==> config.mk <==
export PLATFORM = sky130hd
export DESIGN_NAME = coma_ctrl
export DESIGN_NICKNAME = d
export VERILOG_FILES = /design/src/hdl/coma_pkg.sv /design/src/hdl/coma_ctrl.sv
export SDC_FILE = /design/constraint.sdc
export NUM_CORES = 1
export LEC_CHECK = 0
export ABC_AREA = 1
export BUFFER_PORTS_ARGS = -buffer_cell sky130_fd_sc_hd__buf_2
export CAP_MARGIN = 10
export CELL_PAD_IN_SITES_DETAIL_PLACEMENT = 1
export CELL_PAD_IN_SITES_GLOBAL_PLACEMENT = 1
export CORE_AREA = 3 3 40 42
export DETAILED_ROUTE_END_ITERATION = 12
export DIE_AREA = 0 0 43 45
export PLACE_DENSITY_LB_ADDON = 0.1
export SLEW_MARGIN = 5
export SYNTH_ARGS = -nofsm -noshare
export SYNTH_HDL_FRONTEND = slang
export SYNTH_SLANG_ARGS = --single-unit
==> constraint.sdc <==
create_clock -name clk -period 1.4 [get_ports clk]
set_clock_uncertainty 0.15 [all_clocks]
set_input_delay 0.14 -clock clk [delete_from_list [all_inputs] [get_ports clk]]
set_output_delay 0.14 -clock clk [all_outputs]
set_load 0.005 [all_outputs]
==> src/hdl/coma_pkg.sv <==
// shared types and constants for the center of mass accumulator
// widths of the atom fields, accumulators and divider, result status codes
// no dependencies
`default_nettype none

package coma_pkg;

	localparam int MASS_W    = 16;
	localparam int POS_W     = 24;
	localparam int TOT_W     = 32;
	localparam int SUM_W     = 56;
	localparam int PROD_W    = POS_W + MASS_W + 1;
	localparam int AXES      = 3;
	localparam int DIV_STEPS = SUM_W;
	localparam int CNT_W     = $clog2(DIV_STEPS);

	localparam logic [SUM_W-1:0] SAT_POS = SUM_W'(2**(POS_W-1) - 1);
	localparam logic [SUM_W-1:0] SAT_NEG = SUM_W'(2**(POS_W-1));

	localparam logic [1:0] STATUS_OK        = 2'd0;
	localparam logic [1:0] STATUS_EMPTY     = 2'd1;
	localparam logic [1:0] STATUS_ZERO_MASS = 2'd2;

	typedef struct packed {
		logic       load;
		logic       start_div;
		logic       step_div;
		logic       finish;
		logic [1:0] status;
	} cmd_t;

	typedef struct packed {
		logic any_seen;
		logic mass_zero;
		logic div_last;
	} sts_t;

endpackage

`default_nettype wire

==> src/hdl/coma_ctrl.sv <==
// controller: accepts atoms, sequences drain, divide and result load,
// holds the output valid flag
// depends on coma_pkg
`default_nettype none

module coma_ctrl (
	input  wire                clk,
	input  wire                arst_n,
	input  wire                in_valid,
	input  wire                last_atom,
	input  wire                out_ready,
	input  var coma_pkg::sts_t sts,
	output logic               in_ready,
	output logic               out_valid,
	output coma_pkg::cmd_t     cmd
);

	localparam logic [2:0] S_ACC   = 3'd0;
	localparam logic [2:0] S_DRAIN = 3'd1;
	localparam logic [2:0] S_PREP  = 3'd2;
	localparam logic [2:0] S_DIV   = 3'd3;
	localparam logic [2:0] S_FIN   = 3'd4;

	logic [2:0] state_q;
	logic [2:0] state_d;
	logic [1:0] status_q;
	logic       out_valid_q;

	assign in_ready  = (state_q == S_ACC);
	assign out_valid = out_valid_q;

	always_comb begin
		cmd.load      = in_valid && in_ready;
		cmd.start_div = (state_q == S_PREP) && sts.any_seen && !sts.mass_zero;
		cmd.step_div  = (state_q == S_DIV);
		cmd.finish    = (state_q == S_FIN) && (!out_valid_q || out_ready);
		cmd.status    = status_q;
	end

	always_comb begin
		state_d = state_q;
		case (state_q)
			S_ACC: begin
				if (cmd.load && last_atom) begin
					state_d = S_DRAIN;
				end
			end
			S_DRAIN: begin
				state_d = S_PREP;
			end
			S_PREP: begin
				state_d = cmd.start_div ? S_DIV : S_FIN;
			end
			S_DIV: begin
				if (sts.div_last) begin
					state_d = S_FIN;
				end
			end
			S_FIN: begin
				if (cmd.finish) begin
					state_d = S_ACC;
				end
			end
			default: begin
				state_d = S_ACC;
			end
		endcase
	end

	always_ff @(posedge clk or negedge arst_n) begin
		if (!arst_n) begin
			state_q     <= S_ACC;
			status_q    <= coma_pkg::STATUS_OK;
			out_valid_q <= 1'b0;
		end else begin
			state_q <= state_d;
			if (state_q == S_PREP) begin
				if (!sts.any_seen) begin
					status_q <= coma_pkg::STATUS_EMPTY;
				end else if (sts.mass_zero) begin
					status_q <= coma_pkg::STATUS_ZERO_MASS;
				end else begin
					status_q <= coma_pkg::STATUS_OK;
				end
			end
			if (cmd.finish) begin
				out_valid_q <= 1'b1;
			end else if (out_ready) begin
				out_valid_q <= 1'b0;
			end
		end
	end

`ifndef SYNTH
	a_last_stalls: assert property (@(posedge clk) disable iff (!arst_n)
		(cmd.load && last_atom) |=> !in_ready)
		else $error("input accepted right after closing transfer");

	a_finish_free: assert property (@(posedge clk) disable iff (!arst_n)
		cmd.finish |-> (!out_valid_q || out_ready))
		else $error("result loaded over an untaken result");

	a_div_ends: assert property (@(posedge clk) disable iff (!arst_n)
		(state_q == S_DIV && sts.div_last) |=> (state_q == S_FIN))
		else $error("divider did not hand over to result load");

	a_div_needs_mass: assert property (@(posedge clk) disable iff (!arst_n)
		cmd.start_div |-> (sts.any_seen && !sts.mass_zero))
		else $error("division started without mass");
`endif

endmodule

`default_nettype wire

==> flow_metrics.tcl <==
set metrics [dict create \
    grt_overflow 0 \
    drv_slew 0 \
    hold_violations 0 \
    fin_ws_ps -30.11 \
    dr.pass1.iters 4 \
    violations "negative setup slack" \
    setup_viol 3 \
    critical_path_arrival_ps 1140 \
    cts_htree_levels 1 \
    fp.dieW_um 43 \
    synth.cell_area_um2 325.3 \
    ys_ff_latch 6 \
    synth_top_area_share_pct 46.15 \
    drc 0 \
    io_pins 16 \
    final_layout_size_suffix_gt1_share_pct 46.58 \
    crit_type "reg2out" \
    max-slew-margin-rel_pct 87.00 \
    fillers 168 \
    synthCells 47 \
    tns_ps -37.27 \
    port-buffer-count 15 \
    rsz0062_at_grt "yes" \
    syn_area_per_cell_um2 6.922 \
    final_nets 83 \
    antenna_found_initial 0 \
    pre_cts_ws_ps 53.93 \
    gp_congestion 0.6757 \
    grt_pass1_vias 383 \
    cts_tree "yes" \
    min_path_type "in2reg" \
    initial_utilization_pct 25.32 \
    path_clk_slew_ps 50 \
    rows 13 \
    core_area_um2 1285 \
    synthTopCellsByArea "dfrtp_1 46%, nand2_1 17%, inv_1 12%" \
    required_ps 1110 \
    clkLatencyLatePin_ps 250 \
    fmax_mhz 699.2 \
    wire_per_inst_um 11.40 \
    p_leak_nw 0.3164 \
    wirelength_um 1003 \
    cts_root_buffer "clkbuf_4" \
    dpl.hpwl_um 710.9 \
    ant_nets 0 \
    max_slew.worst_pin.slew_ps 194.9 \
    period_needed_ps 1430 \
    fin_util_pct 40.99 \
    worstPathMaxFanout 4 \
    synth_cell_type_count 12 \
    clk_path_buf_depth 2 \
    ys_seq_area_share_pct 46.15 \
    endpoint_kind "primary output" \
    grt.total_usage_pct 12.82 \
    cts_buffers 3 \
    synthesis.nets 55 \
    max-cap-violations 0 \
    ir_drop_v 0.0006112 \
    yosysWarnings 0 \
    drt-initial-drc-count 2 \
    worstSetupStartpointType "register" \
    yosys.area.top_type "dfrtp_1" \
    die_h_um 45 \
    finalNonFillerCells 88 \
    status "complete, but fails checks" \
    grt_pass1_wl_um 1697 \
    cts_sinks 6 \
    area_growth_pct 61.92 \
    vias_per_cell 4.477 \
    die_area_um2 1935 \
    vias 394 \
    fin_crit_sh_pct 102.2 \
    total_power_mw 1.060 \
    grt_max_degree 7 \
    p_per_area_nw_per_um2 2012 \
    dp_cells 77 \
    antenna_cells 0 \
]
-- layout make-up --
| cell class | count | area (µm²) | share of cell area (%) |
|---|---|---|---|
| repair buffers | 23 | 137.6 | 26.13 |
| clock buffers | 3 | 22.52 | 4.276 |
| well taps | 15 | 18.77 | 3.563 |
| multi-input cells | 31 | 157.7 | 29.93 |
| inverters | 10 | 37.54 | 7.126 |
| flip-flops and latches | 6 | 152.6 | 28.98 |
-- metal layers --
layer | GRT usage, % | vias up | wire length (µm)
met1 | 14.74 | 176 | 408
met4 | 10.84 | 0 | 31
li1 | - | 199 | -
met5 | 0 | - | 0
met2 | 19.46 | 16 | 492
met3 | 3.984 | 3 | 71
-- worst paths after layout --
path / slack, ps / depth (start not counted) / from / endpoint
max: -30 / 4 / state_q[1] / cmd[2]
min: 20 / 3 / sts[1] / status_q[1]
max reg2reg: 80 / 8 / state_q[1] / state_q[0]
min reg2reg: 330 / 1 / status_q[0] / status_q[0]
max in group asynchronous: 850 / 2 / arst_n / state_q[0]
min in group asynchronous: 90 / 2 / arst_n / status_q[1]
-- flip-flops by register name (all words and copies together), names as in the netlist --
signal / flops
out_valid: 1
state_q: 3
status_q: 2
-- Yosys cell counts --
library cell,count
dfrtp_1,6
nand3_1,3
o21ai_0,1
o21ai_1,1
nor2_2,2
nand4_1,1
a31oi_1,1
nand2_1,15
nor2_1,5
inv_1,10
a21oi_1,1
o21a_1,1
-- cell usage in the layout (no fill, tap or decap), drive strengths merged, types with 2 or more instances in the layout --
cell type and n:
o21ai 2, clkbuf 3, nor2 7, nand2 15, buf 22, dfrtp 6
inv 10, nand3 3
-- report_power, final --
part | switching, mW | internal [mW] | total, mW | leakage, nW
Sequential | 0.0859 | 0.260 | 0.346 | 0.0738
Clock | 0.0708 | 0.0975 | 0.168 | 0.0138
Combinational | 0.276 | 0.269 | 0.545 | 0.229
Total | 0.433 | 0.627 | 1.06 | 0.316
-- critical path, stage by stage (launching register included) --
cell and delay [ps]:
dfrtp_2 440, nor2_4 160, nand2_2 70, a21oi_1 100, buf_2 120
-- timing repair --
action                                 CTS  global route
endpoints found under the hold margin    6             0
gates resized for setup                  5             4
pin swaps                                2             2
setup buffers                            5             2
setup endpoints to repair                4             9
cloned                                   0             0
hold buffers                             1             0
-- cell families after synthesis --
logic type | synth area share (%)
DFF | 46.15
buffers and inverters | 11.54
and+or+nand+nor | 33.46
AOI/OAI and AO/OA | 8.844
-- per-stage QoR --
stage	area [µm²]	hold WS (ps)
finish	526.8	21.65
global route	526.8	41.01
CTS	503.0	30.98
detailed placement	419.2	-175.9
global placement	419.2	-177.3
floorplan	325.3	-305.6
No activity file was read; power rests on OpenSTA's default activity.
